<file path="config.mk">
export PLATFORM = sky130hd
export DESIGN_NAME = local_host_name_classifier_core
export DESIGN_NICKNAME = d
export VERILOG_FILES = /design/src/hw/rtl/lhnc_pkg.sv /design/src/hw/rtl/lhnc_scan.sv /design/src/hw/rtl/lhnc_verdict.sv /design/src/hw/rtl/local_host_name_classifier_core.sv
export SDC_FILE = /design/constraint.sdc
export NUM_CORES = 1
export LEC_CHECK = 0
export ABC_AREA = 1
export BUFFER_PORTS_ARGS = -buffer_cell sky130_fd_sc_hd__buf_2
export CORE_AREA = 4 4 137 139
export DETAILED_ROUTE_END_ITERATION = 6
export DIE_AREA = 0 0 141 143
export HOLD_SLACK_MARGIN = 0.02
export SYNTH_ARGS = -nofsm -noshare
export SYNTH_HDL_FRONTEND = slang
export SYNTH_SLANG_ARGS = --single-unit
</file>
<file path="constraint.sdc">
create_clock -name aclk -period 2.7 [get_ports aclk]
set_clock_uncertainty 0.2 [all_clocks]
set_input_delay 0.135 -clock aclk [delete_from_list [all_inputs] [get_ports aclk]]
set_output_delay 0.135 -clock aclk [all_outputs]
set_load 0.05 [all_outputs]
</file>
<file path="src/hw/rtl/lhnc_pkg.sv">
// ============================================================================
// lhnc_pkg
// Shared types, character codes and helpers for the local host name classifier.
// ============================================================================
package lhnc_pkg;

    localparam int HEAD_DEPTH = 3;
    localparam int TAIL_DEPTH = 10;

    localparam logic [7:0] CH_DOT    = 8'h2E;
    localparam logic [7:0] CH_COLON  = 8'h3A;
    localparam logic [7:0] CH_ZERO   = 8'h30;
    localparam logic [7:0] CH_NINE   = 8'h39;
    localparam logic [7:0] CH_UP_A   = 8'h41;
    localparam logic [7:0] CH_UP_Z   = 8'h5A;
    localparam logic [7:0] CH_LO_A   = 8'h61;
    localparam logic [7:0] CH_LO_B   = 8'h62;
    localparam logic [7:0] CH_LO_C   = 8'h63;
    localparam logic [7:0] CH_LO_D   = 8'h64;
    localparam logic [7:0] CH_LO_E   = 8'h65;
    localparam logic [7:0] CH_LO_F   = 8'h66;
    localparam logic [7:0] CH_EIGHT  = 8'h38;
    localparam logic [7:0] CH_NINE_D = 8'h39;

    localparam logic [1:0] KIND_HOST = 2'd0;
    localparam logic [1:0] KIND_IPV4 = 2'd1;
    localparam logic [1:0] KIND_IPV6 = 2'd2;

    localparam logic [3:0] NAME_LEN_MAX = 4'd11;
    localparam logic [3:0] LEN_BARE     = 4'd9;
    localparam logic [3:0] LEN_LONG_MIN = 4'd10;
    localparam logic [3:0] LEN_SHORT_MIN = 4'd6;

    localparam logic [1:0] MAX_DIGITS  = 2'd3;
    localparam logic [1:0] LAST_OCTET  = 2'd3;
    localparam logic [9:0] OCTET_MAX   = 10'd255;

    // tail[9] is the oldest byte, tail[0] the newest
    localparam logic [79:0] WORD_DOT_LOCALHOST = ".localhost";
    localparam logic [71:0] WORD_LOCALHOST     = "localhost";
    localparam logic [47:0] WORD_DOT_LOCAL     = ".local";

    localparam logic [7:0] OCT_ZERO     = 8'd0;
    localparam logic [7:0] OCT_TEN      = 8'd10;
    localparam logic [7:0] OCT_LOOP     = 8'd127;
    localparam logic [7:0] OCT_172      = 8'd172;
    localparam logic [7:0] OCT_192      = 8'd192;
    localparam logic [7:0] OCT_168      = 8'd168;
    localparam logic [7:0] OCT_169      = 8'd169;
    localparam logic [7:0] OCT_254      = 8'd254;
    localparam logic [7:0] OCT_100      = 8'd100;
    localparam logic [3:0] B172_HI      = 4'h1;
    localparam logic [1:0] B100_HI      = 2'b01;

    typedef logic [HEAD_DEPTH-1:0][7:0] head_t;
    typedef logic [TAIL_DEPTH-1:0][7:0] tail_t;

    typedef struct packed {
        logic       quad_ok;
        logic [1:0] octet_index;
        logic [1:0] digit_count;
        logic [9:0] octet_value;
        logic [7:0] first_octet;
        logic [7:0] second_octet;
        logic       colon_seen;
        head_t      head;
        tail_t      tail;
        logic [3:0] name_length;
    } scan_view_t;

    function automatic logic [7:0] lhnc_fold(input logic [7:0] c);
        logic [7:0] r;
        r = c;
        if (c >= CH_UP_A && c <= CH_UP_Z) begin
            r = c + 8'd32;
        end
        return r;
    endfunction

endpackage

</file>
<file path="src/hw/rtl/lhnc_scan.sv">
// ============================================================================
// lhnc_scan
// Per-name scan state: dotted quad parser, colon flag, head bytes and the
// trailing byte window. Presents the state as it stands after the current byte.
// ============================================================================
module lhnc_scan import lhnc_pkg::*; (
    input  logic       aclk,
    input  logic       aresetn,
    input  logic       take,
    input  logic [7:0] ch,
    input  logic       last,
    output scan_view_t view
);

    scan_view_t st_reg;
    scan_view_t st_next;
    scan_view_t clear_val;
    logic [7:0] chf;
    logic       is_digit;

    always_comb begin
        clear_val = '0;
        clear_val.quad_ok = 1'b1;
    end

    always_comb begin
        chf      = lhnc_fold(ch);
        is_digit = (ch >= CH_ZERO) && (ch <= CH_NINE);
        view     = st_reg;
        if (st_reg.quad_ok) begin
            if (is_digit) begin
                if (st_reg.digit_count >= MAX_DIGITS) begin
                    view.quad_ok = 1'b0;
                end else begin
                    view.octet_value = 10'(st_reg.octet_value * 10'd10) + {6'b0, ch[3:0]};
                    view.digit_count = st_reg.digit_count + 2'd1;
                end
            end else if (ch == CH_DOT) begin
                if (st_reg.digit_count == 2'd0 || st_reg.octet_value > OCTET_MAX ||
                    st_reg.octet_index >= LAST_OCTET) begin
                    view.quad_ok = 1'b0;
                end else begin
                    if (st_reg.octet_index == 2'd0) begin
                        view.first_octet = st_reg.octet_value[7:0];
                    end
                    if (st_reg.octet_index == 2'd1) begin
                        view.second_octet = st_reg.octet_value[7:0];
                    end
                    view.octet_index = st_reg.octet_index + 2'd1;
                    view.digit_count = 2'd0;
                    view.octet_value = 10'd0;
                end
            end else begin
                view.quad_ok = 1'b0;
            end
        end
        if (ch == CH_COLON) begin
            view.colon_seen = 1'b1;
        end
        if (st_reg.name_length < 4'(HEAD_DEPTH)) begin
            view.head[st_reg.name_length[1:0]] = chf;
        end
        view.tail = {st_reg.tail[TAIL_DEPTH-2:0], chf};
        if (st_reg.name_length < NAME_LEN_MAX) begin
            view.name_length = st_reg.name_length + 4'd1;
        end
    end

    always_comb begin
        st_next = st_reg;
        if (take) begin
            st_next = last ? clear_val : view;
        end
    end

    always_ff @(posedge aclk) begin
        if (!aresetn) begin
            st_reg <= clear_val;
        end else begin
            st_reg <= st_next;
        end
    end

endmodule

</file>
<file path="src/hw/rtl/lhnc_verdict.sv">
// ============================================================================
// lhnc_verdict
// Verdict logic: IPv4 range test, IPv6 prefix test and local name suffix test.
// ============================================================================
module lhnc_verdict import lhnc_pkg::*; (
    input  scan_view_t view,
    output logic       is_local,
    output logic [1:0] kind
);

    logic       quad_done;
    logic       v4_local;
    logic       v6_local;
    logic       name_local;
    logic [7:0] a;
    logic [7:0] b;
    logic [7:0] h0;
    logic [7:0] h1;
    logic [7:0] h2;

    always_comb begin
        a  = view.first_octet;
        b  = view.second_octet;
        h0 = view.head[0];
        h1 = view.head[1];
        h2 = view.head[2];
        quad_done = view.quad_ok && (view.octet_index == LAST_OCTET) &&
                    (view.digit_count != 2'd0) && (view.octet_value <= OCTET_MAX);
        v4_local = (a == OCT_ZERO) || (a == OCT_TEN) || (a == OCT_LOOP) ||
                   ((a == OCT_172) && (b[7:4] == B172_HI)) ||
                   ((a == OCT_192) && (b == OCT_168)) ||
                   ((a == OCT_169) && (b == OCT_254)) ||
                   ((a == OCT_100) && (b[7:6] == B100_HI));
        v6_local = (h0 == CH_COLON) ||
                   ((h0 == CH_LO_F) && ((h1 == CH_LO_C) || (h1 == CH_LO_D))) ||
                   ((h0 == CH_LO_F) && (h1 == CH_LO_E) &&
                    ((h2 == CH_EIGHT) || (h2 == CH_NINE_D) ||
                     (h2 == CH_LO_A) || (h2 == CH_LO_B)));
        name_local = ((view.name_length == LEN_BARE) &&
                      (view.tail[TAIL_DEPTH-2:0] == WORD_LOCALHOST)) ||
                     ((view.name_length > LEN_LONG_MIN) &&
                      (view.tail == WORD_DOT_LOCALHOST)) ||
                     ((view.name_length > LEN_SHORT_MIN) &&
                      (view.tail[5:0] == WORD_DOT_LOCAL));
        if (quad_done) begin
            kind     = KIND_IPV4;
            is_local = v4_local;
        end else if (view.colon_seen) begin
            kind     = KIND_IPV6;
            is_local = v6_local;
        end else begin
            kind     = KIND_HOST;
            is_local = name_local;
        end
    end

endmodule

</file>
<file path="src/hw/rtl/local_host_name_classifier_core.sv">
// ============================================================================
// local_host_name_classifier_core
// Streams a host name one byte per beat and returns one local/kind verdict.
// ============================================================================
// One byte is taken every clock unless a final beat is held; non-final beats
// never stall. The final beat of a name loads its verdict into the result
// register as it leaves the input register; the only backpressure is a final
// beat waiting behind an untaken result. All per-name state is cleared when
// the verdict is formed, so names may follow each other with no gap.
module local_host_name_classifier_core import lhnc_pkg::*; (
    input  logic       aclk,
    input  logic       aresetn,
    input  logic       s_valid,
    output logic       s_ready,
    input  logic [7:0] s_ch,
    input  logic       s_last,
    output logic       m_valid,
    input  logic       m_ready,
    output logic       m_is_local,
    output logic [1:0] m_kind
);

    logic       in_valid_reg;
    logic       in_valid_next;
    logic [7:0] in_ch_reg;
    logic       in_last_reg;
    logic       m_valid_reg;
    logic       m_valid_next;
    logic       is_local_reg;
    logic [1:0] kind_reg;
    logic       advance;
    logic       out_load;
    logic       v_local;
    logic [1:0] v_kind;
    scan_view_t view;

    assign advance  = in_valid_reg && (!in_last_reg || !m_valid_reg || m_ready);
    assign out_load = advance && in_last_reg;
    assign s_ready  = !in_valid_reg || advance;

    lhnc_scan u_scan (
        .aclk    (aclk),
        .aresetn (aresetn),
        .take    (advance),
        .ch      (in_ch_reg),
        .last    (in_last_reg),
        .view    (view)
    );

    lhnc_verdict u_verdict (
        .view     (view),
        .is_local (v_local),
        .kind     (v_kind)
    );

    always_comb begin
        in_valid_next = in_valid_reg;
        if (s_valid && s_ready) begin
            in_valid_next = 1'b1;
        end else if (advance) begin
            in_valid_next = 1'b0;
        end
        m_valid_next = m_valid_reg;
        if (out_load) begin
            m_valid_next = 1'b1;
        end else if (m_ready) begin
            m_valid_next = 1'b0;
        end
    end

    always_ff @(posedge aclk) begin
        if (!aresetn) begin
            in_valid_reg <= 1'b0;
            m_valid_reg  <= 1'b0;
        end else begin
            in_valid_reg <= in_valid_next;
            m_valid_reg  <= m_valid_next;
        end
    end

    always_ff @(posedge aclk) begin
        if (s_valid && s_ready) begin
            in_ch_reg   <= s_ch;
            in_last_reg <= s_last;
        end
        if (out_load) begin
            is_local_reg <= v_local;
            kind_reg     <= v_kind;
        end
    end

    assign m_valid    = m_valid_reg;
    assign m_is_local = is_local_reg;
    assign m_kind     = kind_reg;

    a_result_from_last: assert property (@(posedge aclk) disable iff (!aresetn)
        (m_valid_reg && !$past(m_valid_reg)) |-> $past(in_valid_reg && in_last_reg))
        else $error("result appeared without a final beat");

    a_kind_range: assert property (@(posedge aclk) disable iff (!aresetn)
        m_valid_reg |-> (m_kind == KIND_HOST || m_kind == KIND_IPV4 || m_kind == KIND_IPV6))
        else $error("result kind out of range");

    a_mid_name_no_stall: assert property (@(posedge aclk) disable iff (!aresetn)
        (in_valid_reg && !in_last_reg) |-> s_ready)
        else $error("stall on a non-final beat");

endmodule
</file>
## Yosys cells after proc, flatten, opt, wreduce, memory -nomap -nowiden

Index checks and enable logic that the tools add are counted.

- Output and inout bits: 5
- Flip-flop bits (word level): 146
- Word-level logic and storage cells: 148

- Equality and inequality tests: 27
- Multiply operators: 1
- Muxes and demuxes: 28
- Reductions and logical operators: 47
- Magnitude comparators: 14
- Add/sub/neg operators: 5

Operators with widths:

| cell | number |
|---|---|
| 140-bit 2-to-1 mux | 1 |
| 80-bit by 78-bit equality test with 1-bit output (second input constant) | 1 |
| 72-bit by 71-bit equality test with 1-bit output (second input constant) | 1 |
| 8-bit by 7-bit equality test with 1-bit output (second input constant) | 8 |
| 30-bit 2-to-1 mux | 2 |
| 48-bit by 46-bit equality test with 1-bit output (second input constant) | 1 |
| 8-bit by 6-bit equality test with 1-bit output (second input constant) | 5 |
| 8-bit equality test (second input constant) | 5 |
| 8-bit 2-to-1 mux | 4 |
| 31-bit 2-to-1 mux | 1 |
| 24-bit bitwise mux | 1 |
| 12-bit 2-to-1 mux | 2 |
| 24-bit 2-to-1 mux | 1 |
| 1-bit logical AND | 19 |
| 1-bit logical OR | 19 |
| 8-bit demux with 2-bit select | 1 |
| 16-bit 2-to-1 mux | 1 |
| 1-bit 2-to-1 mux | 11 |
| 10-bit by 4-bit adder with 10-bit output | 1 |
| 10-bit by 8-bit greater-than comparator with 1-bit output (second input constant) | 1 |
| 10-bit by 8-bit <= comparator with 1-bit output (second input constant) | 1 |
| 10-bit by 3-bit multiplier with 9-bit output (second input constant) | 1 |
| 8-bit by 6-bit adder with 8-bit output (second input constant) | 1 |
| 8-bit by 4-bit equality test with 1-bit output (second input constant) | 1 |
| 23 further kinds | 32 |

## Longest topological paths before layout

- Depth after elaboration: 15
- Mapped depth: 19
- Mapped depth without buffers: 18

## Modules after synthesis

A second synthesis with hierarchy kept.

- Cells, all modules: 1,234
- Area total of the unflattened synthesis: 8,468.1 µm²

Modules (own cells, without submodules):

| module | area each (µm²) | cells an instance | times used |
|---|---|---|---|
| lhnc_scan | 7,059.3 | 999 | 1 |
| lhnc_verdict | 929.6 | 205 | 1 |
| local_host_name_classifier_core | 479.2 | 30 | 1 |

## Worst setup path after synthesis

OpenSTA, ideal clock, no wires.

- Path type: register -> register
- Start point: register u_scan.st_reg[128] (netlist name)
- End point: register is_local_reg (netlist: m_is_local) (data pin)
- Data required time: 2.245 ns
- Cell stages (with the launch flop): 17
- Setup slack: -0.140 ns
- Period minus slack after synthesis: 2.840 ns
- Arrival time: 2.385 ns
- Path through: dfxtp_1 > ha_1 > ha_1 > inv_1 > fa_1 > inv_1 > nand2_1 > nor2_1 > nand2_1 > nor2_1 > nand3_1 > nand3_1 > nand2_1 > nor2_4 > nand3_1 > nor2_1 > a21oi_2

- Elaborated cells between the ends (all ways): 45
- Classes of those cells: 1 x add/sub; 1 x mul; 2 x order compare; 11 x eq/ne; 13 x mux; 17 x reduce/logical

RTL lines:

| item | RTL line | RTL |
|---|---|---|
| start: declaration | lhnc_scan.sv:15 | `scan_view_t st_reg;` |
| start signal: assignment | lhnc_scan.sv:78 | `st_reg <= clear_val;` |
| start signal: assignment | lhnc_scan.sv:80 | `st_reg <= st_next;` |
| parallel branches: the longest is 6 deep, another holds 10-bit by 3-bit multiplier with 9-bit output | -- |  |
| 31-bit 2-to-1 mux (*) | lhnc_scan.sv:30 | `if (st_reg.quad_ok) begin` |
| parallel branches: the longest is 3 deep, another holds 10-bit by 8-bit <= comparator with 1-bit output | -- |  |
| 1-bit logical AND (*) | lhnc_verdict.sv:28 | `(view.digit_count != 2'd0) && (view.octet_value <= OCTET_MAX);` |
| net u_verdict.quad_done | lhnc_verdict.sv:11 | `logic quad_done;` |
| 1-bit 2-to-1 mux (*) | lhnc_verdict.sv:45 | `if (quad_done) begin` |
| net u_verdict.is_local | lhnc_verdict.sv:7 | `output logic is_local,` |
| end signal: assignment | local_host_name_classifier_core.sv:87 | `is_local_reg <= v_local;` |
| end: declaration | local_host_name_classifier_core.sv:29 | `logic is_local_reg;` |

Mark *: on every way through the listed nets, which the timed path passes.
A chain may end at the register's enable or synchronous reset.

## Final worst setup path

Same ends and word-level chain as after synthesis.

==> flow_summary_export.csv <==
group,metric,value,unit
run_status,status,"complete, but fails checks",
run_status,violations,"setup timing",
sta,period_needed,2.79,ns
synthesis,synth-edff-count,12,
setup_path,r2r_slack,-0.09,ns
detailed_routing,via_per_inst,5.10,
synthesis,ys_async_sr_fraction,0,%
pwr,combPwrFrac,6.8,%
worst_hold_path,hp-class,"input port to register",
sta,max_freq,359,MHz
synthesis,yosys_most_used_dff,"dfxtp_1",
pwr,internal-power,0.00377,W
die,die_h,143,um
sta,report.final.slew_viol_count,0,
sta,setup_slack,-0.0854,ns
sta,whs,0.219,ns
pwr,p_clk_share,48.9,%
sta,final_hold_viol_count,0,
clocking,cts_sinks,146,
worst_hold_path,hold_depth,2,
setup_path,worstReg2RegStart,"u_scan.st_reg[128]",
place,gp_congestion,0.879,
clocking,cts_htree_levels,4,
pwr,power.switching,0.00125,W
detailed_routing,final_antenna_net_count,0,
die,fp.dieArea,0.0202,mm^2
finish,fillerInstances,1806,
clocking,cts_buffers,17,
sta,maxSlewHeadroom,59.1,%
setup_path,path_max_fanout,4,
setup_path,critPathKind,"register to register",
pwr,total_power,0.00502,W
worst_hold_path,whs_endpoint,"in_ch_reg[0]",
setup_path,reg2reg_depth,14,
place,io_buffers,17,
sta,rsz0062_at_grt,"yes",
sta,setup_viol,1,
synthesis,synthTopCellsByCount,"nand2_1 (425), a21oi_1 (143), dfxtp_1 (134)",
place,dpl_cell_area,0.00848,mm^2
setup_path,endpoint_kind,"register",
global_route,grt_max_degree,61,
detailed_routing,wl_per_cell,14.0,um
detailed_routing,wirelength,20600,um
pwr,pwr-share-seq,44.3,%
synthesis,yosys-top-cells-area,"dfxtp_1 (34%), nand2_1 (20%), a21oi_1 (9.2%), inv_1 (4.8%), edfxtp_1 (4.6%)",
clocking,clkTransAtPathRegs,0.07,ns
pwr,p_leak,3.63,nW
worst_hold_path,hold_start,"s_ch[0]",
detailed_routing,drc,0,
synthesis,ys.warnings.count,0,
sta,worst_pin_slew,0.614,ns
place,dp_hpwl,14400,um
clocking,cts_tree,"yes",
pwr,peakVddDrop,0.451,mV
clocking,ctsRootBufferMaster,"clkbuf_16",
synthesis,synth_top_area_share,34.4,%
detailed_routing,vias,7507,
synthesis,syn_area,0.00781,mm^2
synthesis,synth.distinct_cells,44,
die,rows,49,
setup_path,rr_endpoint,"m_is_local",
detailed_routing,drt-initial-drc-count,599,
die,start_util,44.2,%
finish,design_area,0.00937,mm^2
synthesis,netlist_instances,1166,
setup_path,cp.arrival,2.76,ns
clocking,cts.path.max_buffers,2,
die,dieWidth,141,um
setup_path,cp-startpoint,"u_scan.st_reg[128]",
global_route,grt_overflow,0,
setup_path,critPathLaunchType,"register",
global_route,grt_first_pass_wirelength,34300,um
synthesis,ys_ff_latch,146,
global_route,grt_pass1_vias,6842,
finish,largest_register_ffs,72,
synthesis,synth-seq-area-share,39.0,%
finish,layout-drive-gt1-share,15.1,%
finish,nNetsFinal,1267,
synthesis,synth.most_common_cell,"nand2_1",
finish,area_growth,20.0,%
global_route,antenna_found_initial,0,
die,core-area,0.0177,mm^2
flow_run,max-cap-violations,0,
synthesis,synth.avg_cell_area,6.70,um^2
die,io_pins,18,
finish,antennaDiodeCount,0,
pwr,power.density,536,mW/mm^2
detailed_routing,firstDrtPassIters,5,
clocking,clk_latency,0.43,ns
pwr,swShare,25.0,%
sta,period_share,103,%
setup_path,cp.required,2.67,ns
synthesis,synth_area_leader_cell,"dfxtp_1",
synthesis,syn_nets,1204,
global_route,gr-usage-all-layers,21.0,%
## metal layers
layer  routed length (um)  vias up  track usage (%)
met3                  729       34             3.32
li1                     -     3906                -
met4                  416        0             6.94
met5                    0        -                0
met2                 9490      136             33.8
met1                 9950     3431             28.9
## power groups by stage
stage / Sequential [W] / Clock, W / Combinational, W
6_report: 0.00222 / 0.00246 / 0.000342
2_1_floorplan: 0.00227 / 0 / 0.000201
4_1_cts: 0.00222 / 0.00250 / 0.000340
3_5_place_dp: 0.00227 / 0 / 0.000323
3_3_place_gp: 0.00227 / 0 / 0.000323
5_1_grt: 0.00223 / 0.00259 / 0.000379
## per-stage QoR
step           instances  util (%)  worst slack, ns  setup TNS, ns
6_report            1471      53.1          -0.0854        -0.0854
5_1_grt             1471      53.1           -0.254         -0.477
4_1_cts             1468      52.5           -0.133         -0.133
3_5_place_dp        1420      48.0           -0.159         -0.159
3_3_place_gp        1420      48.0           -0.104         -0.104
2_1_floorplan       1166         -          0.00414              0
## how the worst max path moves through the flow
stage | end | slack [ns] | cells after the start
floorplan | m_is_local | 0.004 | 16
global placement | m_is_local | -0.10 | 14
detailed placement | m_is_local | -0.16 | 14
CTS | m_is_local | -0.13 | 16
global route | m_is_local | -0.25 | 14
finish | m_is_local | -0.09 | 14
## what timing repair did
action / 4_1_cts / 5_1_grt
pin swaps: 12 / 8
resized for setup: 11 / 15
hold endpoints to repair: 15 / 0
setup endpoints to repair: 2 / 5
buffers inserted: 2 / 3
hold buffers: 14 / 0
## layout make-up
class | count | area, um^2 | share of cell area (%)
multi-input combinational | 858 | 4250 | 45.4
sequential | 146 | 3050 | 32.6
clock inverter | 12 | 144 | 1.54
tap | 229 | 287 | 3.06
timing repair buffer | 96 | 751 | 8.01
clock buffer | 20 | 467 | 4.98
inverter | 110 | 417 | 4.45
## worst max-delay path, cell delays in order, from the launching register on
cell and delay [ns]:
dfxtp_4 0.36, ha_4 0.27, ha_4 0.12, inv_2 0.03
fa_2 0.35, xnor2_2 0.19, nand2_1 0.12, nor2_4 0.15
a21oi_2 0.07, o21ai_2 0.17, nand3_2 0.11, nor2_4 0.16
nand3_2 0.08, nor2_2 0.10, a21oi_2 0.04
## cells by family (layout without fill, tap and decap cells)
group | count (synthesis) | in the layout | synth area share (%)
AOI/OAI and AO/OA | 194 | 194 | 13.0
and+or+nand+nor | 635 | 635 | 35.1
DFF | 146 | 146 | 39.0
buffers and inverters | 162 | 238 | 8.22
xor gates and xnor gates | 4 | 4 | 0.449
adders and majority gates | 25 | 25 | 4.20
## cell usage in the layout, fill, tap and decap left out, types with 29 or more instances in the layout
cell type    n
inv_1       97
nand2_1    422
a21oi_1    140
nor2_1      67
dfxtp_1    130
nand4_1     30
buf_4       62
o21ai_0     29
nand3_1     49
No activity file was read; power rests on OpenSTA's default activity.
